<file path="config.mk">
export PLATFORM = sky130hd
export DESIGN_NAME = bptc_cfg_regs
export DESIGN_NICKNAME = d
export VERILOG_FILES = /design/src/sv/bptc_pkg.sv /design/src/sv/bptc_cfg_regs.sv
export SDC_FILE = /design/constraint.sdc
export NUM_CORES = 1
export LEC_CHECK = 0
export BUFFER_PORTS_ARGS = -buffer_cell sky130_fd_sc_hd__buf_2
export CORE_AREA = 10 10 96 98
export CTS_CLUSTER_SIZE = 28
export DETAILED_ROUTE_END_ITERATION = 12
export DIE_AREA = 0 0 106 108
export PLACE_DENSITY = 0.73
export SYNTH_ARGS = -nofsm -noshare
export SYNTH_HDL_FRONTEND = slang
export SYNTH_SLANG_ARGS = --single-unit
</file>
<file path="constraint.sdc">
create_clock -name i_clk -period 1.2 [get_ports i_clk]
set_input_delay 0.06 -clock i_clk [delete_from_list [all_inputs] [get_ports i_clk]]
set_output_delay 0.06 -clock i_clk [all_outputs]
set_load 0.02 [all_outputs]
</file>
<file path="src/sv/bptc_pkg.sv">
// Shared types and constants for the barometric compensation pipeline.
// No dependencies; used by every module of the block.
`default_nettype none

package bptc_pkg;

    typedef enum logic [2:0] {
        CAL_SENS    = 3'd0,
        CAL_OFF     = 3'd1,
        CAL_SENS_TC = 3'd2,
        CAL_OFF_TC  = 3'd3,
        CAL_TREF    = 3'd4,
        CAL_TEMP_TC = 3'd5
    } t_cal_idx;

    typedef struct packed {
        logic [15:0] sens;
        logic [15:0] off;
        logic [15:0] sens_tc;
        logic [15:0] off_tc;
        logic [15:0] tref;
        logic [15:0] temp_tc;
    } t_cal;

    // first-order results
    typedef struct packed {
        logic signed [18:0] temp1;
        logic signed [17:0] q;      // temp1 - 2000
        logic               cold;
        logic               vcold;
        logic        [16:0] t2;
        logic signed [34:0] off1;
        logic signed [33:0] sens1;
        logic        [23:0] d1;
    } t_first;

    // second-order corrected results
    typedef struct packed {
        logic signed [18:0] temp;
        logic signed [39:0] off;
        logic signed [38:0] sens;
        logic        [23:0] d1;
    } t_comp;

    localparam logic signed [18:0] TEMP_REF    = 19'sd2000;
    localparam logic signed [18:0] TEMP_VCOLD  = -19'sd1500;
    localparam logic signed [18:0] VCOLD_SPAN  = 19'sd3500;
    localparam logic signed [27:0] PRESS_MAX   = 28'sd8388607;
    localparam logic signed [27:0] PRESS_MIN   = -28'sd8388608;

endpackage

`default_nettype wire

</file>
<file path="src/sv/bptc_cfg_regs.sv">
// Calibration word register file, written through a plain write port.
// Depends on bptc_pkg.
`default_nettype none

module bptc_cfg_regs (
    input  wire logic          i_clk,
    input  wire logic          i_rst_n,
    input  wire logic          i_cfg_we,
    input  wire logic [2:0]    i_cfg_idx,
    input  wire logic [15:0]   i_cfg_wdata,
    output bptc_pkg::t_cal     o_cal
);

    bptc_pkg::t_cal r_cal;
    bptc_pkg::t_cal n_cal;

    always_comb begin
        n_cal = r_cal;
        if (i_cfg_we) begin
            case (bptc_pkg::t_cal_idx'(i_cfg_idx))
                bptc_pkg::CAL_SENS:    n_cal.sens    = i_cfg_wdata;
                bptc_pkg::CAL_OFF:     n_cal.off     = i_cfg_wdata;
                bptc_pkg::CAL_SENS_TC: n_cal.sens_tc = i_cfg_wdata;
                bptc_pkg::CAL_OFF_TC:  n_cal.off_tc  = i_cfg_wdata;
                bptc_pkg::CAL_TREF:    n_cal.tref    = i_cfg_wdata;
                bptc_pkg::CAL_TEMP_TC: n_cal.temp_tc = i_cfg_wdata;
                default: ;
            endcase
        end
    end

    always_ff @(posedge i_clk) begin
        if (!i_rst_n) begin
            r_cal <= '0;
        end else begin
            r_cal <= n_cal;
        end
    end

    assign o_cal = r_cal;

endmodule

`default_nettype wire

</file>
==> summary.txt <==
STA
  • Slew Limit Headroom: 0.814
  • Setup TNS: 0 ns
  • Crit share post-route: 0.782
  • Fin. max-slew vios: 0
  • Tmin final: 0.939 ns
  • Endpoints failing setup: 0
  • Hold Vio Cnt, Final: 0
  • Clock skew: 0 ns
  • Worst slew pin tran: between 0.2 and 0.3 ns
  • RSZ-0062 raised after global routing: false
  • Min setup slack post-route: between 0.2 and 0.3 ns
  • Fmax: roughly 1.1 GHz

Global route
  • Initial antenna violation count: 0
  • First-pass GRT wire length: 14200 um
  • All-Layer GR Usage: 0.155
  • Largest net degree at the start of global routing: 42
  • Overflow after GRT: 0
  • Vias in the first global route: around 2800

Route
  • Total number of vias: about 2700
  • Drt drc: 0
  • Post-DR vias/cell: 4.89
  • DRT antenna net count: 0
  • Final WL: approximately 9000 um
  • 1st-iter DRT viols: between 50 and 60
  • TritonRoute pass-1 iters: 4
  • Drt wl/cell: around 16 um

CTS
  • TritonCTS clock tree: done
  • Htree depth: 3
  • Clock latency at the later pin of the worst-skew pair: between 0.3 and 0.4 ns
  • Post-CTS Setup Bufs: 0
  • TritonCTS Buffers: 9
  • TritonCTS Sinks: 96
  • Longest Clk Path Bufs: 2
  • Resize count post-CTS: 0
  • Reg clk slew, reported paths: around 0.09 ns
  • Root Driver: clkbuf_8
  • CTS Hold Bufs: 0

Synthesis
  • Number of synthesized register bits: 96
  • Net count after synthesis: approximately 360
  • Largest cells by area after synthesis: dfxtp_1 (55%), mux2i_1 (27%), nand2_1 (12%)
  • Mapped Cells: 334
  • Yosys warnings: 0
  • Avg Synthesized Cell Area: 10.5 um^2
  • Unique masters post-synth: 13
  • Synth top area share: 0.550
  • Seq/Total Area, Yosys: 0.550
  • Largest area contributor in the netlist: dfxtp_1
  • Mapped cell area: approximately 3500 um^2

Die
  • Die W: between 100 and 150 um
  • DIE AREA: ~11000 um^2
  • Core box area: about 7400 um^2
  • Top Ports: 118
  • FP Rows: 32
  • Die Height: 108 um
  • Starting Density: 0.469

Critical path
  • Type of element launching the critical path: flop
  • Crit-path max cell delay: approximately 0.36 ns
  • CP delay by family, top: flip-flops
  • Worst EP arrival: ~0.88 ns
  • CP startpoint: o_cal[68]
  • Reg-to-reg endpoint: o_cal[47]
  • Slowest cell on crit path: dfxtp_1
  • Worst R2R Setup Slack: approximately 0.57 ns
  • CP Cell Sequence: buf_2
  • Critical Path Sink Type: primary output
  • Crit path depth: 1
  • WP buf/inv: 1
  • Worst path required time: between 1 and 1.5 ns
  • Reg2reg path depth: 2
  • Setup Crit Path Kind: reg -> out
  • Reg-to-Reg Start: o_cal[47]
  • Max FO, Critical Path: 2

Placement
  • DP Worst Slack: between 0.005 and 0.006 ns
  • Port Buffers: about 120
  • DPL Wire Length: 6690 um
  • Routability Congestion: between 0.7 and 0.8

Finish
  • Fillers: about 670
  • N_diodes: 0
  • Fin nets: approximately 480
  • Share of layout cells above drive strength 1: 0.319
  • Largest register FFs: 96
  • Area grow syn2layout: 27.6%

Pwr
  • Total leakage power: about 2.5 nW
  • Maximum VDD drop: about 0.00073 V
  • Pwr Density: about 1300 nW/um^2

Hold path
  • Hold Path Class: in -> reg
  • Hold Path End: o_cal[67]
  • Hold Path Stages: 3
  • Hold path start: i_rst_n

Status
  • Status: finished clean

Run
  • Max_cap viols: 0
-- layout make-up --
class	instances	area (um^2)	area share
clock buffers	12	145	0.0326
clock inverters	3	18.8	0.00421
multi-input cells	214	1440	0.324
flip-flops and latches	96	1920	0.431
well taps	102	128	0.0286
repair buffers	132	801	0.180
-- layer usage --
metal,vias up,GRT usage,part of all wire
li1,1344,-,-
met1,1300,0.170,0.41
met2,81,0.266,0.49
met3,10,0.0625,0.087
met4,0,0.0561,0.0093
met5,-,0,0
-- cell usage in the layout (no fill, tap or decap) --
master and count:
clkinv_4 1, dfxtp_1 96, clkinv_2 2, buf_2 116, clkbuf_8 10, mux2i_1 96
nand4bb_1 2, buf_12 8, and4bb_2 1, nand2_1 112, clkbuf_1 2, buf_4 8
nand4b_1 2, or4b_1 1
-- how the worst max path moves through the flow --
stage | endpoint | slack, ns
after floorplan | o_cal[89] | 0.09
after global placement | o_cal[94] | 0.03
after detailed placement | o_cal[91] | 0.006
after CTS | o_cal[94] | 0.24
after global routing | o_cal[94] | 0.21
final | o_cal[68] | 0.26
-- cell usage after synthesis --
library cell  count
buf_2             9
dfxtp_1          96
buf_4             1
buf_1             1
and4bb_2          1
nand2_1         112
buf_6             1
nand4bb_1         2
clkbuf_1         11
or4b_1            1
buf_12            1
mux2i_1          96
nand4b_1          2
-- through the flow --
step	power (W)	utilization	hold slack (ns)	std cells	cell area, um^2
after floorplan	0.00366	-	0.303	334	3490
final	0.00564	0.599	0.0533	559	4460
after global placement	0.00387	0.577	0.405	544	4290
after CTS	0.00571	0.599	0.0350	559	4460
after global routing	0.00586	0.599	0.0453	559	4460
after detailed placement	0.00389	0.577	0.415	544	4290
-- power breakdown --
group          internal [W]  switching (W)  total (W)  leakage (nW)
clock network      0.000799        0.00104    0.00183        0.0862
registers           0.00325      0.0000353    0.00329         0.777
logic              0.000196       0.000321   0.000516          1.64
-- cell families after synthesis --
kind of cell | Yosys count | synth area share
simple gates | 118 | 0.138
mux | 96 | 0.275
flops | 96 | 0.550
buf+inv | 24 | 0.0369
Power figures use the tool's default switching activity.
