**config.mk**
```make
export PLATFORM = sky130hd
export DESIGN_NAME = bptc_front
export DESIGN_NICKNAME = d
export VERILOG_FILES = /design/src/sv/bptc_pkg.sv /design/src/sv/bptc_front.sv
export SDC_FILE = /design/constraint.sdc
export NUM_CORES = 2
export LEC_CHECK = 0
export BUFFER_PORTS_ARGS = -buffer_cell sky130_fd_sc_hd__buf_2
export CAP_MARGIN = 20
export CORE_MARGIN = 5
export CORE_UTILIZATION = 30
export DETAILED_ROUTE_END_ITERATION = 12
export GPL_TIMING_DRIVEN = 0
export PLACE_DENSITY_LB_ADDON = 0.08
export RECOVER_POWER = 25
export SYNTH_ARGS = -nofsm -noshare
export SYNTH_HDL_FRONTEND = slang
export SYNTH_SLANG_ARGS = --single-unit
```
**constraint.sdc**
```tcl
create_clock -name i_clk -period 7.9 [get_ports i_clk]
set_input_delay 0.395 -clock i_clk [delete_from_list [all_inputs] [get_ports i_clk]]
set_output_delay 0.395 -clock i_clk [all_outputs]
set_load 0.005 [all_outputs]
```
**src/sv/bptc_pkg.sv**
```systemverilog
// Shared types and constants for the barometric compensation pipeline.
// No dependencies; used by every module of the block.
`default_nettype none

package bptc_pkg;

    typedef enum logic [2:0] {
        CAL_SENS    = 3'd0,
        CAL_OFF     = 3'd1,
        CAL_SENS_TC = 3'd2,
        CAL_OFF_TC  = 3'd3,
        CAL_TREF    = 3'd4,
        CAL_TEMP_TC = 3'd5
    } t_cal_idx;

    typedef struct packed {
        logic [15:0] sens;
        logic [15:0] off;
        logic [15:0] sens_tc;
        logic [15:0] off_tc;
        logic [15:0] tref;
        logic [15:0] temp_tc;
    } t_cal;

    // first-order results
    typedef struct packed {
        logic signed [18:0] temp1;
        logic signed [17:0] q;      // temp1 - 2000
        logic               cold;
        logic               vcold;
        logic        [16:0] t2;
        logic signed [34:0] off1;
        logic signed [33:0] sens1;
        logic        [23:0] d1;
    } t_first;

    // second-order corrected results
    typedef struct packed {
        logic signed [18:0] temp;
        logic signed [39:0] off;
        logic signed [38:0] sens;
        logic        [23:0] d1;
    } t_comp;

    localparam logic signed [18:0] TEMP_REF    = 19'sd2000;
    localparam logic signed [18:0] TEMP_VCOLD  = -19'sd1500;
    localparam logic signed [18:0] VCOLD_SPAN  = 19'sd3500;
    localparam logic signed [27:0] PRESS_MAX   = 28'sd8388607;
    localparam logic signed [27:0] PRESS_MIN   = -28'sd8388608;

endpackage

`default_nettype wire

```
**src/sv/bptc_front.sv**
```systemverilog
// First-order stages: dt, calibration products, first-order temp/offset/sensitivity.
// Three register stages. Depends on bptc_pkg.
`default_nettype none

module bptc_front (
    input  wire logic          i_clk,
    input  wire logic          i_rst_n,
    input  wire bptc_pkg::t_cal i_cal,
    input  wire logic          i_valid,
    output logic               o_ready,
    input  wire logic [23:0]   i_raw_pressure,
    input  wire logic [23:0]   i_raw_temperature,
    output logic               o_valid,
    input  wire logic          i_ready,
    output bptc_pkg::t_first   o_data
);

    localparam int Stages = 3;

    logic [Stages-1:0] r_v;
    logic [Stages:0]   s_rdy;

    always_comb begin
        s_rdy[Stages] = i_ready;
        for (int k = Stages - 1; k >= 0; k--) begin
            s_rdy[k] = !r_v[k] || s_rdy[k+1];
        end
    end

    always_ff @(posedge i_clk) begin
        if (!i_rst_n) begin
            r_v <= '0;
        end else begin
            if (s_rdy[0]) r_v[0] <= i_valid;
            for (int k = 1; k < Stages; k++) begin
                if (s_rdy[k]) r_v[k] <= r_v[k-1];
            end
        end
    end

    // stage 0: dt
    logic signed [24:0] r0_dt;
    logic        [23:0] r0_d1;
    logic signed [24:0] n_dt;

    assign n_dt = $signed({1'b0, i_raw_temperature}) - $signed({1'b0, i_cal.tref, 8'h00});

    always_ff @(posedge i_clk) begin
        if (s_rdy[0]) begin
            r0_dt <= n_dt;
            r0_d1 <= i_raw_pressure;
        end
    end

    // stage 1: products
    logic signed [41:0] r1_p6, r1_p4, r1_p3;
    logic        [47:0] r1_pdt;
    logic        [23:0] r1_d1;
    logic signed [41:0] n_p6, n_p4, n_p3;
    logic signed [49:0] dt_sq;

    assign n_p6  = r0_dt * $signed({1'b0, i_cal.temp_tc});
    assign n_p4  = r0_dt * $signed({1'b0, i_cal.off_tc});
    assign n_p3  = r0_dt * $signed({1'b0, i_cal.sens_tc});
    assign dt_sq = r0_dt * r0_dt;

    always_ff @(posedge i_clk) begin
        if (s_rdy[1]) begin
            r1_p6  <= n_p6;
            r1_p4  <= n_p4;
            r1_p3  <= n_p3;
            r1_pdt <= dt_sq[47:0];
            r1_d1  <= r0_d1;
        end
    end

    // stage 2: scale toward zero, first-order values
    logic signed [41:0] p6_b, p4_b, p3_b;
    logic signed [17:0] q;
    logic signed [33:0] off_t;
    logic signed [32:0] sens_t;
    bptc_pkg::t_first   n_first;
    bptc_pkg::t_first   r2_first;

    always_comb begin
        p6_b   = r1_p6 + (r1_p6[41] ? 42'sd8388607 : 42'sd0);
        p4_b   = r1_p4 + (r1_p4[41] ? 42'sd127 : 42'sd0);
        p3_b   = r1_p3 + (r1_p3[41] ? 42'sd255 : 42'sd0);
        q      = $signed(p6_b[40:23]);
        off_t  = $signed(p4_b[40:7]);
        sens_t = $signed(p3_b[40:8]);

        n_first.q     = q;
        n_first.temp1 = bptc_pkg::TEMP_REF + $signed({q[17], q});
        n_first.cold  = n_first.temp1 < bptc_pkg::TEMP_REF;
        n_first.vcold = n_first.temp1 < bptc_pkg::TEMP_VCOLD;
        n_first.t2    = r1_pdt[47:31];
        n_first.off1  = $signed({3'b000, i_cal.off, 16'h0000})
                      + $signed({off_t[33], off_t});
        n_first.sens1 = $signed({3'b000, i_cal.sens, 15'h0000})
                      + $signed({sens_t[32], sens_t});
        n_first.d1    = r1_d1;
    end

    always_ff @(posedge i_clk) begin
        if (s_rdy[2]) begin
            r2_first <= n_first;
        end
    end

    assign o_ready = s_rdy[0];
    assign o_valid = r_v[Stages-1];
    assign o_data  = r2_first;

endmodule

`default_nettype wire

```
==> flow_summary.toml <==
[outcome]
status = "complete, no violations"

[sta]
worst_pin_slew_ps = 1220
min_period_over_period_pct = 98.8
setup_tns_ps = 0
fmax_mhz = 128
rsz0062_at_grt = "true"
hold_viol_final = 0
drv_slew = 0
setup_violations = 0
finalClockSkew_ps = 45.0
slew_headroom_pct = 18.7
period_minus_slack_ps = 7800

[synthesis]
yosysSeqAreaShare_pct = 14.0
yosys.cell_types.count = 85
synthAdderAreaFrac_pct = 54.1
ys.warnings.count = 0
synth_top_family_by_area = "adder cells"
mappedNetlistNets = 10363
ys_ff_latch = 364
syn_area_per_cell_um2 = 9.84
synth-edff-count = 361
syn_area_mm2 = 0.0779
synth_flop_cell = "edfxtp_1"
synthSimpleGateAreaFrac_pct = 12.7
synth_cells = 7910
synth_xor_xnor_area_share_pct = 3.43
synth_compound_area_share_pct = 4.11
async_flop_share_pct = 0
synth.area.mux_share_pct = 0.0530

[setup_path]
path_class = "reg2reg"
worstPathArrival_ps = 8240
r2r_cells = 29
cp-end-kind = "flop"
reg2reg_setup_slack_ps = 100
cpMostUsedCell = "fa_1"
critPathLaunchType = "flop"
required_ps = 8330
critPathMaxStageDelay_ps = 590
timing.critical_path.fanout_max = 7
cpMaxStageDelayCell = "fa_1"
rr_startpoint = "r0_dt[12]"
worstReg2RegEnd = "r1_pdt[47]"

[route]
wl_per_cell_um = 22.7
drt-vias-per-instance = 4.55
drt_wl_total_um = 269000
dr.pass1.iters = 5
drc = 0
vias = 53945
postRouteAntennaNets = 0
drtIter0Drc = 3362

[min_path]
whs_endpoint = "o_data[40]"
hp-class = "in2reg"
whs_path_depth = 2
hp-start = "i_cal[81]"

[cells_and_area]
syn_to_final_growth_pct = 13.5
nets = 10846
regArea_mm2 = 0.0109
n_fill_cell = 26802
layout_common_cells = "inv_1, fa_1, nand2_1"
final_common_cell = "inv_1"
multiInputGateArea_mm2 = 0.0582
drive_above_1_share_pct = 7.78

[clock_network]
cts_tree = "done"
cts_buffer_depth = 3
clk_latency_ps = 720
h-tree-depth = 2
numCtsBuffers = 50
cts-root-buf = "clkbuf_16"
clkTransAtPathRegs_ps = 60
cts_sinks = 364

[global_routing]
grt-ovfl-total = 0
grt_pass1_wl_um = 403000
grt_pass1_vias = 59551
grtUsageTotal_pct = 20.2
grt_max_degree = 85
antenna_found_initial = 56

[placement]
hpwl_um = 230000
gp_congestion = 0.875
port_buffers = 280

[die]
core-area_mm2 = 0.259
die_area_mm2 = 0.270
die_w_um = 519
row_count = 187
initial_core_util_pct = 30.1
die_h_um = 519
ios = 299

[flow_run]
cap_viol_max_count = 0
through the flow:
step	cell area (µm²)	utilization, %	setup slack [ps]	hold WS, ps	std cells
after floorplan	77900	-	528	400	7910
after global placement	83500	32.2	-3930	401	11592
after detailed placement	84700	32.7	-2460	405	11654
after CTS	88000	34.0	-10.3	19.1	11821
after global routing	88300	34.1	-129	97.0	11843
final	88400	34.1	97.1	84.9	11862
area by class of cell:
type	count	share of cell area, %
antenna	25	0.0708
buffer	319	2.40
clock buffer	56	1.47
clock inverter	38	0.459
inverter	2077	8.85
multi-input combinational	5141	65.9
sequential	364	12.3
tap	3402	4.82
timing repair buffer	440	3.74
routing by layer:
layer	GRT usage, %	routed length (µm)
met3	2.40	14100
met4	5.39	9100
met2	32.1	121000
met5	0	52
met1	29.2	125000
flip-flops by register name, summed over array words and instances (netlist names):
name	flops
r0_dt	25
r1_p4	42
o_data	145
r1_p6	42
r1_pdt	17
r0_d1	24
r_v	3
r1_d1	24
r1_p3	42
critical path: cells and delay by family (launching register included):
family | cells | cell delay (ps)
adders and majority gates | 8 | 3800
AOI/OAI and AO/OA | 7 | 1550
buffers and inverters | 10 | 1090
and+or+nand+nor | 4 | 630
DFF | 1 | 490
what timing repair did:
action	4_1_cts	5_1_grt
setup endpoints to repair	84	28
gates cloned	2	1
hold buffers	36	0
pin swaps	11	15
gates resized for setup	298	173
buffers inserted	41	20
endpoints found under the hold margin	37	0
worst max-delay path by stage:
stage	cells past startpoint	to	from
2_1_floorplan	26	r1_pdt[44]	r0_dt[3]
3_3_place_gp	26	r1_pdt[47]	r0_dt[20]
3_5_place_dp	28	r1_pdt[47]	r0_dt[17]
4_1_cts	28	r1_pdt[47]	r0_dt[12]
5_1_grt	28	r1_pdt[47]	r0_dt[11]
6_report	29	r1_pdt[47]	r0_dt[12]
cell usage after synthesis (29+ instances only):
cell / n / area [µm²]
nand4_1: 34 / 213
inv_1: 2077 / 7800
edfxtp_1: 361 / 10800
clkbuf_1: 321 / 1200
and3_1: 29 / 181
ha_1: 539 / 6740
a21o_1: 69 / 518
o21ai_0: 81 / 405
nor2b_1: 42 / 263
and2_1: 611 / 3820
a21oi_1: 154 / 771
nor3_1: 37 / 185
fa_1: 1766 / 35400
nor2_1: 143 / 537
nand2_1: 994 / 3730
xor2_1: 74 / 648
xnor2_1: 228 / 2000
nand3_1: 64 / 320
cell families (layout without fill, tap and decap cells):
logic type / after synthesis / after routing
mux: 4 / 4
other cells: 0 / 25
buf+inv: 2405 / 2930
fa+ha+maj: 2306 / 2306
flops: 364 / 364
simple gates: 2038 / 2038
compound gates: 490 / 490
xor+xnor: 303 / 303
Power is left out: the tool's default activity adds up to more than one toggle a clock period on the data nets, which glitch-free logic cannot reach.
