==> src/sv/bptc_pkg.sv <==
// Shared types and constants for the barometric compensation pipeline.
// No dependencies; used by every module of the block.
`default_nettype none

package bptc_pkg;

    typedef enum logic [2:0] {
        CAL_SENS    = 3'd0,
        CAL_OFF     = 3'd1,
        CAL_SENS_TC = 3'd2,
        CAL_OFF_TC  = 3'd3,
        CAL_TREF    = 3'd4,
        CAL_TEMP_TC = 3'd5
    } t_cal_idx;

    typedef struct packed {
        logic [15:0] sens;
        logic [15:0] off;
        logic [15:0] sens_tc;
        logic [15:0] off_tc;
        logic [15:0] tref;
        logic [15:0] temp_tc;
    } t_cal;

    // first-order results
    typedef struct packed {
        logic signed [18:0] temp1;
        logic signed [17:0] q;      // temp1 - 2000
        logic               cold;
        logic               vcold;
        logic        [16:0] t2;
        logic signed [34:0] off1;
        logic signed [33:0] sens1;
        logic        [23:0] d1;
    } t_first;

    // second-order corrected results
    typedef struct packed {
        logic signed [18:0] temp;
        logic signed [39:0] off;
        logic signed [38:0] sens;
        logic        [23:0] d1;
    } t_comp;

    localparam logic signed [18:0] TEMP_REF    = 19'sd2000;
    localparam logic signed [18:0] TEMP_VCOLD  = -19'sd1500;
    localparam logic signed [18:0] VCOLD_SPAN  = 19'sd3500;
    localparam logic signed [27:0] PRESS_MAX   = 28'sd8388607;
    localparam logic signed [27:0] PRESS_MIN   = -28'sd8388608;

endpackage

`default_nettype wire

==> src/sv/bptc_cold.sv <==
// Second-order (cold and very cold) correction stages, four register stages.
// Depends on bptc_pkg.
`default_nettype none

module bptc_cold (
    input  wire logic            i_clk,
    input  wire logic            i_rst_n,
    input  wire logic            i_valid,
    output logic                 o_ready,
    input  wire bptc_pkg::t_first i_data,
    output logic                 o_valid,
    input  wire logic            i_ready,
    output bptc_pkg::t_comp      o_data
);

    localparam int Stages = 4;

    logic [Stages-1:0] r_v;
    logic [Stages:0]   s_rdy;

    always_comb begin
        s_rdy[Stages] = i_ready;
        for (int k = Stages - 1; k >= 0; k--) begin
            s_rdy[k] = !r_v[k] || s_rdy[k+1];
        end
    end

    always_ff @(posedge i_clk) begin
        if (!i_rst_n) begin
            r_v <= '0;
        end else begin
            if (s_rdy[0]) r_v[0] <= i_valid;
            for (int k = 1; k < Stages; k++) begin
                if (s_rdy[k]) r_v[k] <= r_v[k-1];
            end
        end
    end

    // stage 0: squares
    logic signed [35:0] sq_c;
    logic signed [18:0] dv;
    logic signed [37:0] sq_v;
    logic        [33:0] r0_sqc;
    logic        [34:0] r0_sqv;
    bptc_pkg::t_first   r0_f;

    assign sq_c = i_data.q * i_data.q;
    assign dv   = $signed({i_data.q[17], i_data.q}) + bptc_pkg::VCOLD_SPAN;
    assign sq_v = dv * dv;

    always_ff @(posedge i_clk) begin
        if (s_rdy[0]) begin
            r0_sqc <= sq_c[33:0];
            r0_sqv <= sq_v[34:0];
            r0_f   <= i_data;
        end
    end

    // stage 1: 5x, 7x, 11x
    logic [36:0] n_c5, r1_c5;
    logic [37:0] n_v7, r1_v7;
    logic [38:0] n_v11, r1_v11;
    bptc_pkg::t_first r1_f;

    always_comb begin
        n_c5  = {1'b0, r0_sqc, 2'b00} + {3'b000, r0_sqc};
        n_v7  = '0;
        n_v11 = '0;
        if (r0_f.vcold) begin
            n_v7  = {r0_sqv, 3'b000} - {3'b000, r0_sqv};
            n_v11 = {1'b0, r0_sqv, 3'b000} + {3'b000, r0_sqv, 1'b0} + {4'h0, r0_sqv};
        end
    end

    always_ff @(posedge i_clk) begin
        if (s_rdy[1]) begin
            r1_c5  <= n_c5;
            r1_v7  <= n_v7;
            r1_v11 <= n_v11;
            r1_f   <= r0_f;
        end
    end

    // stage 2: correction sums
    logic [37:0] n_off2, r2_off2;
    logic [37:0] n_sens2, r2_sens2;
    bptc_pkg::t_first r2_f;

    assign n_off2  = {2'b00, r1_c5[36:1]} + r1_v7;
    assign n_sens2 = {3'b000, r1_c5[36:2]} + r1_v11[38:1];

    always_ff @(posedge i_clk) begin
        if (s_rdy[2]) begin
            r2_off2  <= n_off2;
            r2_sens2 <= n_sens2;
            r2_f     <= r1_f;
        end
    end

    // stage 3: apply
    logic signed [19:0] temp_w;
    bptc_pkg::t_comp    n_comp;
    bptc_pkg::t_comp    r3_comp;

    always_comb begin
        temp_w      = $signed({r2_f.temp1[18], r2_f.temp1}) - $signed({3'b000, r2_f.t2});
        n_comp.d1   = r2_f.d1;
        n_comp.temp = r2_f.temp1;
        n_comp.off  = $signed({{5{r2_f.off1[34]}}, r2_f.off1});
        n_comp.sens = $signed({{5{r2_f.sens1[33]}}, r2_f.sens1});
        if (r2_f.cold) begin
            n_comp.temp = temp_w[18:0];
            n_comp.off  = $signed({{5{r2_f.off1[34]}}, r2_f.off1})
                        - $signed({2'b00, r2_off2});
            n_comp.sens = $signed({{5{r2_f.sens1[33]}}, r2_f.sens1})
                        - $signed({1'b0, r2_sens2});
        end
    end

    always_ff @(posedge i_clk) begin
        if (s_rdy[3]) begin
            r3_comp <= n_comp;
        end
    end

    assign o_ready = s_rdy[0];
    assign o_valid = r_v[Stages-1];
    assign o_data  = r3_comp;

endmodule

`default_nettype wire

==> config.mk <==
export PLATFORM = sky130hd
export DESIGN_NAME = bptc_cold
export DESIGN_NICKNAME = d
export VERILOG_FILES = /design/src/sv/bptc_pkg.sv /design/src/sv/bptc_cold.sv
export SDC_FILE = /design/constraint.sdc
export NUM_CORES = 2
export LEC_CHECK = 0
export BUFFER_PORTS_ARGS = -buffer_cell sky130_fd_sc_hd__buf_2
export CAP_MARGIN = 0
export CORE_MARGIN = 2
export CORE_UTILIZATION = 24
export DETAILED_ROUTE_END_ITERATION = 6
export GPL_TIMING_DRIVEN = 0
export SYNTH_ARGS = -nofsm -noshare
export SYNTH_HDL_FRONTEND = slang
export SYNTH_SLANG_ARGS = --single-unit
==> constraint.sdc <==
create_clock -name i_clk -period 16.5 [get_ports i_clk]
set_input_delay 2.475 -clock i_clk [delete_from_list [all_inputs] [get_ports i_clk]]
set_output_delay 2.475 -clock i_clk [all_outputs]
set_load 0.02 [all_outputs]
==> flow_summary.toml <==
[route]
routedWlPerCell_um = 17.12
top_layer_used = "met5"
dr.pass1.iters = 7
wirelength_um = 151000
routed-via-count = 38560
dr.first_iter.drc_count = 2550
drc = 0
routed-wl-met2_um = 69270
met1_length_um = 66640
ant_nets = 0
dr_wl_met3_um = 10500
via_per_inst = 4.373

[final_layout]
areaGrowthSynthToFinish_pct = 13.77
drive_gt1_share_pct = 8.946
final.fill_count = 25280
layout_commonest_cell = "inv_1"
final_cell_mix = "inv_1, edfxtp_1, fa_1"
nets = 6793

[sta]
period_minus_slack_ns = 12.89
grt_setup_unrepaired = "false"
tightestPinTransition_ns = 1.351
clock.fmax_ghz = 0.07760
finalHoldViolCount = 0
finalMaxSlewViolations = 0
skew_ns = 0.03391
fin_crit_sh_pct = 78.10
fin_tns_setup_ns = 0
max_slew_margin_pct = 9.279
worst_slack_ns = 3.614
setup_viol = 0

[grt]
grt_pass1_vias = 40510
grt.total_usage_pct = 11.92
grt_max_degree = 116
antenna_found_initial = 31
grt-ovfl-total = 0
grt_first_pass_wirelength_um = 233500

[run_status]
outcome = "completed"

[placed_design]
dpl.hpwl_um = 121000
numPortBuffers = 274
pre_cts_ws_ns = 2.865
routabilityCongestion = 0.9019

[yosys]
syn-num-nets = 6434
ys_seq_area_share_pct = 38.77
synth_compound_area_share_pct = 9.124
netlist_area_sq_um = 59230
postSynthCellCount = 5174
synth_seq_cells = 766
synthSimpleGateAreaFrac_pct = 8.368
synth_cell_type_count = 91
avgSynthCellArea_sq_um = 11.45
synth_mux_area_share_pct = 1.044
async_flop_share_pct = 0
synthAdderAreaFrac_pct = 31.40
synth_edf_count = 762
synth_xor_area_share_pct = 4.643
yosysWarnings = 0
ys.flop_type = "edfxtp_1"
synth_top_family_by_area = "adder cells"

[floorplan]
die_y_um = 500.8
die_w_um = 500.8
io-pin-count = 277
core-area_sq_um = 245700
fp.dieArea_sq_um = 250800
num_rows = 182
start_util_pct = 24.11

[worst_setup_path]
cp.arrival_ns = 13.28
cpMaxStageDelayCell = "fa_1"
critPathCaptureType = "register"
rrSetupSlack_ns = 12.04
critPathLaunchType = "primary input"
rr_endpoint = "o_data[56]$_DFFE_PP_"
critical_path_class = "in2reg"
rr_startpoint = "r2_off2[1]$_DFFE_PP_"
required_ns = 16.89
cpMostUsedCell = "fa_1"
critical-path-max-stage-delay_ns = 0.83
r2r.worst_path.cells = 12
cp_max_fo = 11
crit_path_start = "i_data[114]"

[clock_tree]
holdBufCountCts = 0
cts_max_path_buffers = 3
cts_root_buf = "clkbuf_16"
cts_tree = "done"
cts.sinks = 766
cts_setup_buffers = 0
htreeDepth = 3
clock_latency_ns = 0.67
cts_buffers = 74
clkTransAtPathRegs_ns = 0.07
ctsResizeCount = 0

[run]
cap_violations = 0

[worst_hold_path]
min_path_type = "reg2reg"
hold_depth = 0
holdPathEnd = "r1_f[56]$_DFFE_PP_"
hp-start = "r0_f[56]$_DFFE_PP_"
==> critical path: cells and delay by family <==
kind	cells	cell delay [ns]
XOR/XNOR	1	0.14
AND/OR/NAND/NOR	9	1.41
AO/OA/AOI/OAI	7	1.87
adder cells (fa/ha/maj)	9	4.53
buffers and inverters	10	2.85
==> metrics by stage <==
step | area [sq um] | cells | util, % | hold WS, ns
after floorplan | 59230 | 5174 | - | 0.4003
after global placement | 64630 | 8668 | 26.30 | 0.4002
after detailed placement | 64900 | 8677 | 26.41 | 0.4045
after CTS | 67360 | 8809 | 27.41 | 0.4109
after global routing | 67360 | 8809 | 27.41 | 0.4172
final | 67380 | 8819 | 27.42 | 0.4049
==> cell type report <==
type,instances,area [sq um],area share [%]
Tap cell,3220,4029,5.979
Antenna cell,10,25.02,0.03714
Sequential cell,766,22960,34.08
Timing Repair Buffer,283,1619,2.403
Inverter,960,3616,5.366
Buffer,89,335.3,0.4976
Clock inverter,50,553.0,0.8207
Clock buffer,82,1903,2.824
Multi-Input combinational cell,3359,32340,48.00
==> how the worst max path moves through the flow <==
stage          cells after the start  slack (ns)              endpoint
6_report                          36        3.61  r0_sqv[34]$_DFFE_PP_
2_1_floorplan                     36        5.85  r0_sqv[28]$_DFFE_PP_
5_1_grt                           36        2.88  r0_sqv[33]$_DFFE_PP_
3_5_place_dp                      36        2.86  r0_sqv[33]$_DFFE_PP_
4_1_cts                           36        3.56  r0_sqv[33]$_DFFE_PP_
3_3_place_gp                      36        2.94  r0_sqv[33]$_DFFE_PP_
==> cells by family (layout without fill, tap and decap cells) <==
logic type | Yosys count | in the layout
adder cells (fa/ha/maj) | 1107 | 1107
AND/OR/NAND/NOR | 1071 | 1071
buffers and inverters | 1049 | 1464
AO/OA/AOI/OAI | 811 | 811
flip-flops | 766 | 766
XOR/XNOR | 314 | 314
multiplexers | 55 | 55
other | 1 | 11
==> registers in the layout (all words and copies together), names as in the netlist <==
name,count
r1_v7,37
r_v,4
r0_sqv,32
r0_f,131
n_comp,24
r0_sqc,33
r2_sens2,37
o_data,122
r1_c5,35
r2_off2,38
r1_v11,37
r1_f,130
r2_f,106
==> metal layers <==
| metal | GRT usage [%] | up-vias |
|---|---|---|
| li1 | - | 17980 |
| met1 | 15.66 | 19140 |
| met2 | 19.66 | 1159 |
| met3 | 2.203 | 246 |
| met4 | 4.021 | 38 |
| met5 | 0 | - |
==> synthesized netlist by cell type (all sizes together) (10+ instances only) <==
cell type    n  area share, %
and2        83           0.88
o31ai       18           0.25
nor2       336            2.1
o21a        65           0.82
nand2      338            2.1
mux2        54            1.0
or3         20           0.21
nand4       18           0.19
inv        954            6.0
o21bai      43           0.55
xor2        90            1.3
a21o       120            1.5
nand3       49           0.41
nor4        10           0.12
clkbuf      82           0.52
edfxtp     762             39
o21ai      145            1.2
ha         475             10
a31oi       20           0.21
nor3        51           0.44
a211oi      38           0.51
or2         10           0.11
xnor2      224            3.3
o31a        14           0.21
a21oi      227            1.9
and3        26           0.28
nand2b      53           0.56
a21boi      18           0.23
nor2b       51           0.54
fa         632             21
Power is left out: the tool's default activity adds up to more than one toggle a clock period on the data nets, which glitch-free logic cannot reach.
