--- src/sv/bptc_pkg.sv ---
// Shared types and constants for the barometric compensation pipeline.
// No dependencies; used by every module of the block.
`default_nettype none

package bptc_pkg;

    typedef enum logic [2:0] {
        CAL_SENS    = 3'd0,
        CAL_OFF     = 3'd1,
        CAL_SENS_TC = 3'd2,
        CAL_OFF_TC  = 3'd3,
        CAL_TREF    = 3'd4,
        CAL_TEMP_TC = 3'd5
    } t_cal_idx;

    typedef struct packed {
        logic [15:0] sens;
        logic [15:0] off;
        logic [15:0] sens_tc;
        logic [15:0] off_tc;
        logic [15:0] tref;
        logic [15:0] temp_tc;
    } t_cal;

    // first-order results
    typedef struct packed {
        logic signed [18:0] temp1;
        logic signed [17:0] q;      // temp1 - 2000
        logic               cold;
        logic               vcold;
        logic        [16:0] t2;
        logic signed [34:0] off1;
        logic signed [33:0] sens1;
        logic        [23:0] d1;
    } t_first;

    // second-order corrected results
    typedef struct packed {
        logic signed [18:0] temp;
        logic signed [39:0] off;
        logic signed [38:0] sens;
        logic        [23:0] d1;
    } t_comp;

    localparam logic signed [18:0] TEMP_REF    = 19'sd2000;
    localparam logic signed [18:0] TEMP_VCOLD  = -19'sd1500;
    localparam logic signed [18:0] VCOLD_SPAN  = 19'sd3500;
    localparam logic signed [27:0] PRESS_MAX   = 28'sd8388607;
    localparam logic signed [27:0] PRESS_MIN   = -28'sd8388608;

endpackage

`default_nettype wire

--- src/sv/bptc_press.sv ---
// Pressure stages: split d1*sens product, scaling, offset, saturation, output word.
// Five register stages. Depends on bptc_pkg.
`default_nettype none

module bptc_press (
    input  wire logic           i_clk,
    input  wire logic           i_rst_n,
    input  wire logic           i_valid,
    output logic                o_ready,
    input  wire bptc_pkg::t_comp i_data,
    output logic                o_valid,
    input  wire logic           i_ready,
    output logic signed [18:0]  o_temperature,
    output logic signed [23:0]  o_pressure
);

    localparam int Stages = 5;

    logic [Stages-1:0] r_v;
    logic [Stages:0]   s_rdy;

    always_comb begin
        s_rdy[Stages] = i_ready;
        for (int k = Stages - 1; k >= 0; k--) begin
            s_rdy[k] = !r_v[k] || s_rdy[k+1];
        end
    end

    always_ff @(posedge i_clk) begin
        if (!i_rst_n) begin
            r_v <= '0;
        end else begin
            if (s_rdy[0]) r_v[0] <= i_valid;
            for (int k = 1; k < Stages; k++) begin
                if (s_rdy[k]) r_v[k] <= r_v[k-1];
            end
        end
    end

    // stage 0: partial products
    logic        [43:0] n_lo, r0_lo;
    logic signed [43:0] n_hi, r0_hi;
    logic signed [39:0] r0_off;
    logic signed [18:0] r0_temp;

    assign n_lo = i_data.d1 * i_data.sens[19:0];
    assign n_hi = $signed({1'b0, i_data.d1}) * $signed(i_data.sens[38:20]);

    always_ff @(posedge i_clk) begin
        if (s_rdy[0]) begin
            r0_lo   <= n_lo;
            r0_hi   <= n_hi;
            r0_off  <= i_data.off;
            r0_temp <= i_data.temp;
        end
    end

    // stage 1: combine
    logic signed [62:0] n_prod, r1_prod;
    logic signed [39:0] r1_off;
    logic signed [18:0] r1_temp;

    assign n_prod = $signed({r0_hi[42:0], 20'h00000}) + $signed({19'h00000, r0_lo});

    always_ff @(posedge i_clk) begin
        if (s_rdy[1]) begin
            r1_prod <= n_prod;
            r1_off  <= r0_off;
            r1_temp <= r0_temp;
        end
    end

    // stage 2: divide by 2^21 toward zero
    logic signed [62:0] prod_b;
    logic signed [41:0] r2_a;
    logic signed [39:0] r2_off;
    logic signed [18:0] r2_temp;

    assign prod_b = r1_prod + (r1_prod[62] ? 63'sd2097151 : 63'sd0);

    always_ff @(posedge i_clk) begin
        if (s_rdy[2]) begin
            r2_a    <= $signed(prod_b[62:21]);
            r2_off  <= r1_off;
            r2_temp <= r1_temp;
        end
    end

    // stage 3: subtract offset
    logic signed [42:0] n_diff, r3_diff;
    logic signed [18:0] r3_temp;

    assign n_diff = $signed({r2_a[41], r2_a}) - $signed({{3{r2_off[39]}}, r2_off});

    always_ff @(posedge i_clk) begin
        if (s_rdy[3]) begin
            r3_diff <= n_diff;
            r3_temp <= r2_temp;
        end
    end

    // stage 4: divide by 2^15 toward zero, saturate, output word
    logic signed [42:0] diff_b;
    logic signed [27:0] pr;
    logic signed [23:0] n_press, r4_press;
    logic signed [18:0] r4_temp;

    always_comb begin
        diff_b = r3_diff + (r3_diff[42] ? 43'sd32767 : 43'sd0);
        pr     = $signed(diff_b[42:15]);
        if (pr > bptc_pkg::PRESS_MAX) begin
            n_press = bptc_pkg::PRESS_MAX[23:0];
        end else if (pr < bptc_pkg::PRESS_MIN) begin
            n_press = bptc_pkg::PRESS_MIN[23:0];
        end else begin
            n_press = pr[23:0];
        end
    end

    always_ff @(posedge i_clk) begin
        if (s_rdy[4]) begin
            r4_press <= n_press;
            r4_temp  <= r3_temp;
        end
    end

    assign o_ready       = s_rdy[0];
    assign o_valid       = r_v[Stages-1];
    assign o_temperature = r4_temp;
    assign o_pressure    = r4_press;

endmodule

`default_nettype wire

--- config.mk ---
export PLATFORM = sky130hd
export DESIGN_NAME = bptc_press
export DESIGN_NICKNAME = d
export VERILOG_FILES = /design/src/sv/bptc_pkg.sv /design/src/sv/bptc_press.sv
export SDC_FILE = /design/constraint.sdc
export NUM_CORES = 2
export LEC_CHECK = 0
export BUFFER_PORTS_ARGS = -buffer_cell sky130_fd_sc_hd__clkbuf_2
export CORE_MARGIN = 3
export CORE_UTILIZATION = 30
export DETAILED_ROUTE_END_ITERATION = 10
export PLACE_DENSITY = 0.46
export SLEW_MARGIN = 10
export SYNTH_ARGS = -nofsm -noshare
export SYNTH_HDL_FRONTEND = slang
export SYNTH_SLANG_ARGS = --single-unit
--- constraint.sdc ---
create_clock -name i_clk -period 15.23 [get_ports i_clk]
set_input_delay 1.523 -clock i_clk [delete_from_list [all_inputs] [get_ports i_clk]]
set_output_delay 1.523 -clock i_clk [all_outputs]
set_load 0.03 [all_outputs]
==> summary.txt <==
element type at the critical path end = register
launch instance of the worst register-to-register path = r0_lo[20]$_DFFE_PP_
worst-case register-to-register setup slack = 11310 ps
crit path kind = in -> reg
count of cells along the worst register-to-register path = 12
number of remaining DRC errors = 0
Cell Rows = 150
Post-Route Skew = 28.6 ps
number of vias after detailed routing = 33300
area added between synthesis and finish = 9.69%
kind of path behind the tightest hold check = reg -> reg
Final Net Count = 6224
post-route fraction of the period consumed by the critical path = 54.8%
endpoint of the most critical register-to-register path = r1_prod[60]$_DFFE_PP_
clock buffer depth = 3
Post-Synthesis Cells = 4852
clock buffers created by TritonCTS = 53
top cell type's share of synthesized area = 30.0%
routability cong. = 0.827
count of unique library cells instantiated by Yosys = 75
Total Die Area = 176000 um2
vias in the first global route = 35400
final count of pins violating max slew = 0
Max Fanout on Critical Path = 39
total wire length = 134000 um
number of nets with antenna violations after routing = 0
Relative slew margins = 24.3%
number of H-tree levels = 2
TritonCTS clock tree = built
All-Layer GR Usage = 15.5%
Top Ports = 171
outcome = completed
Post-CTS Hold Fix Bufs = 0
cell area after synthesis = 51200 um2
Hold Violations, Final = 0
Synth Net Count = 6165
wire per inst = 18.7 um
total core area = 168000 um2
Mean Syn Cell Area = 10.5 um2
most common cell after layout, fill and taps aside = inv_1
fraction of registers with async set/reset = 0%
buffer type at the clock tree root = clkbuf_16
sequential element share of the synthesized area = 28.0%
initial core utilization = 30.4%
Post-synth EDFFs = 474
most used cells in the layout excluding fill and tap cells = inv_1 (904), fa_1 (767), nand2_1 (546)
latest clock arrival within the worst-skew pair = 630 ps
post-detailed-route via-to-cell ratio = 4.65
clock slew at reported path FFs = 60 ps
required time reported for the critical path endpoint = 15590 ps
arrival time of the worst setup path = 8710 ps
wire length of the first global-routing pass = 211000 um
register bit total from synthesis = 479
count of cells along the worst hold path = 0
initial antenna violation count = 6
actual slew at the worst max-slew pin = 1130 ps
Final HPWL DP = 101000 um
setup TNS after final layout = 0 ps
startpoint of the most critical hold path = r0_lo[17]$_DFFE_PP_
number of I/O port buffers = 170
maximum number of pins on one net before global-route repair = 72
Setup violations, final = 0
initial drt markers = 1763
count of cells resized by post-cts repair = 0
grt ovf = 0
layout cells sized above 1 = 6.56%
Ys Warns = 0
setup repair after global routing missed its margin = no
top_reg_cell synth = edfxtp_1
end point of the most critical hold path = r1_prod[17]$_DFFE_PP_
number of maximum-capacitance violations = 0
critical path launch point type = input port
chip height = 419 um
total iterations of the first detailed-routing run = 7
top cell type by total area after synthesis = fa_1
buffers inserted during post-CTS setup optimization = 0
number of sinks handled by clock tree synthesis = 479
maximum clock rate = 120 MHz
Die Width = 419 um
shortest clock period the worst path allows after layout = 8350 ps
top cells by area, synth = fa_1 (30%), edfxtp_1 (28%), ha_1 (10%)
final cells by class:
cell class                 instances  area, um2
multi-input combinational       3262      32700
clock buffer                      55       1340
sequential                       479      14300
antenna                            2       5.00
clock inverter                    43        464
fill                           17200     112000
timing repair buffer             209       1140
inverter                         906       3400
tap                             2204       2760
layer usage:
metal,global-route usage [%],vias up,wire length [um]
li1,-,15500,-
met1,21.8,17000,63200
met2,26.1,648,63200
met3,1.55,124,5090
met4,2.99,0,2490
met5,0,-,0
worst max-delay path, cell delays in order:
cell	delay, ps
clkbuf_2	80
buf_4	490
and2_1	230
fa_1	440
fa_1	510
inv_1	50
fa_1	490
inv_1	60
fa_1	500
inv_1	60
fa_1	530
inv_1	50
fa_1	470
inv_1	50
fa_1	470
inv_1	40
ha_1	360
nand2_1	100
nor4_1	520
a211oi_1	160
a2111oi_0	550
buf_4	230
o31a_1	150
o21a_1	190
a31o_2	160
a21oi_1	70
xnor2_1	130
logic make-up (layout without fill, tap and decap cells):
family	after synthesis	after routing	synth area share, %
other	0	2	0
adders and majority gates	1187	1187	40.3
buffers and inverters	1111	1213	8.17
DFF	479	479	28.0
and+or+nand+nor	1360	1360	13.6
AOI/OAI and AO/OA	498	498	6.28
xor gates and xnor gates	214	214	3.66
muxes	3	3	0.0636
metrics by stage:
stage	setup slack (ps)	util (%)	cells	cell area, um2	hold WS (ps)
2_1_floorplan	7300	-	4852	51200	400
3_3_place_gp	6320	32.3	7060	54300	400
3_5_place_dp	6240	32.3	7060	54300	405
4_1_cts	6890	33.3	7158	56100	416
5_1_grt	6520	33.3	7158	56100	417
6_report	6880	33.4	7160	56100	415
registers in the layout (all words and copies together), names as in the netlist, 24 cells and up:
| name | cells |
|---|---|
| r0_off | 40 |
| r2_a | 42 |
| r1_prod | 63 |
| o_pressure | 24 |
| r2_off | 40 |
| r0_hi | 43 |
| r1_off | 40 |
| r3_diff | 43 |
| r0_lo | 44 |
cells in the mapped netlist, types with 4 or more instances:
| cell type | count |
|---|---|
| xor2_1 | 70 |
| nor4_1 | 6 |
| a21boi_0 | 6 |
| nand2_1 | 548 |
| a211oi_1 | 22 |
| or2_2 | 5 |
| o31a_1 | 6 |
| nand3_1 | 65 |
| nor2_1 | 74 |
| a31oi_1 | 19 |
| o31ai_1 | 11 |
| a221oi_1 | 5 |
| a21oi_1 | 139 |
| a311oi_1 | 4 |
| o21ai_0 | 96 |
| o21a_1 | 27 |
| ha_1 | 420 |
| nand4_1 | 36 |
| nor3_1 | 26 |
| a21o_1 | 82 |
| inv_1 | 906 |
| xnor2_1 | 144 |
| and2_1 | 472 |
| fa_1 | 767 |
| nand2b_1 | 20 |
| o21bai_1 | 15 |
| nor2b_1 | 31 |
| buf_1 | 7 |
| edfxtp_1 | 474 |
| a221o_1 | 4 |
| o21ai_1 | 4 |
| o211ai_1 | 18 |
| and3_1 | 42 |
| clkbuf_1 | 193 |
| a31o_2 | 5 |
| dfxtp_1 | 5 |
| and4_1 | 16 |
| a211o_1 | 4 |
how the worst max path moves through the flow:
stage,cells past startpoint,from,slack (ps),endpoint
after floorplan,21,i_data[1],7300,r0_hi[41]$_DFFE_PP_
after global placement,27,i_data[9],6320,r0_lo[42]$_DFFE_PP_
after detailed placement,27,i_data[10],6240,r0_lo[42]$_DFFE_PP_
after CTS,27,i_data[9],6890,r0_lo[42]$_DFFE_PP_
after global routing,27,i_data[8],6520,r0_lo[42]$_DFFE_PP_
final,27,i_data[8],6880,r0_lo[42]$_DFFE_PP_
Power is left out: the tool's default activity adds up to more than one toggle a clock period on the data nets, which glitch-free logic cannot reach.
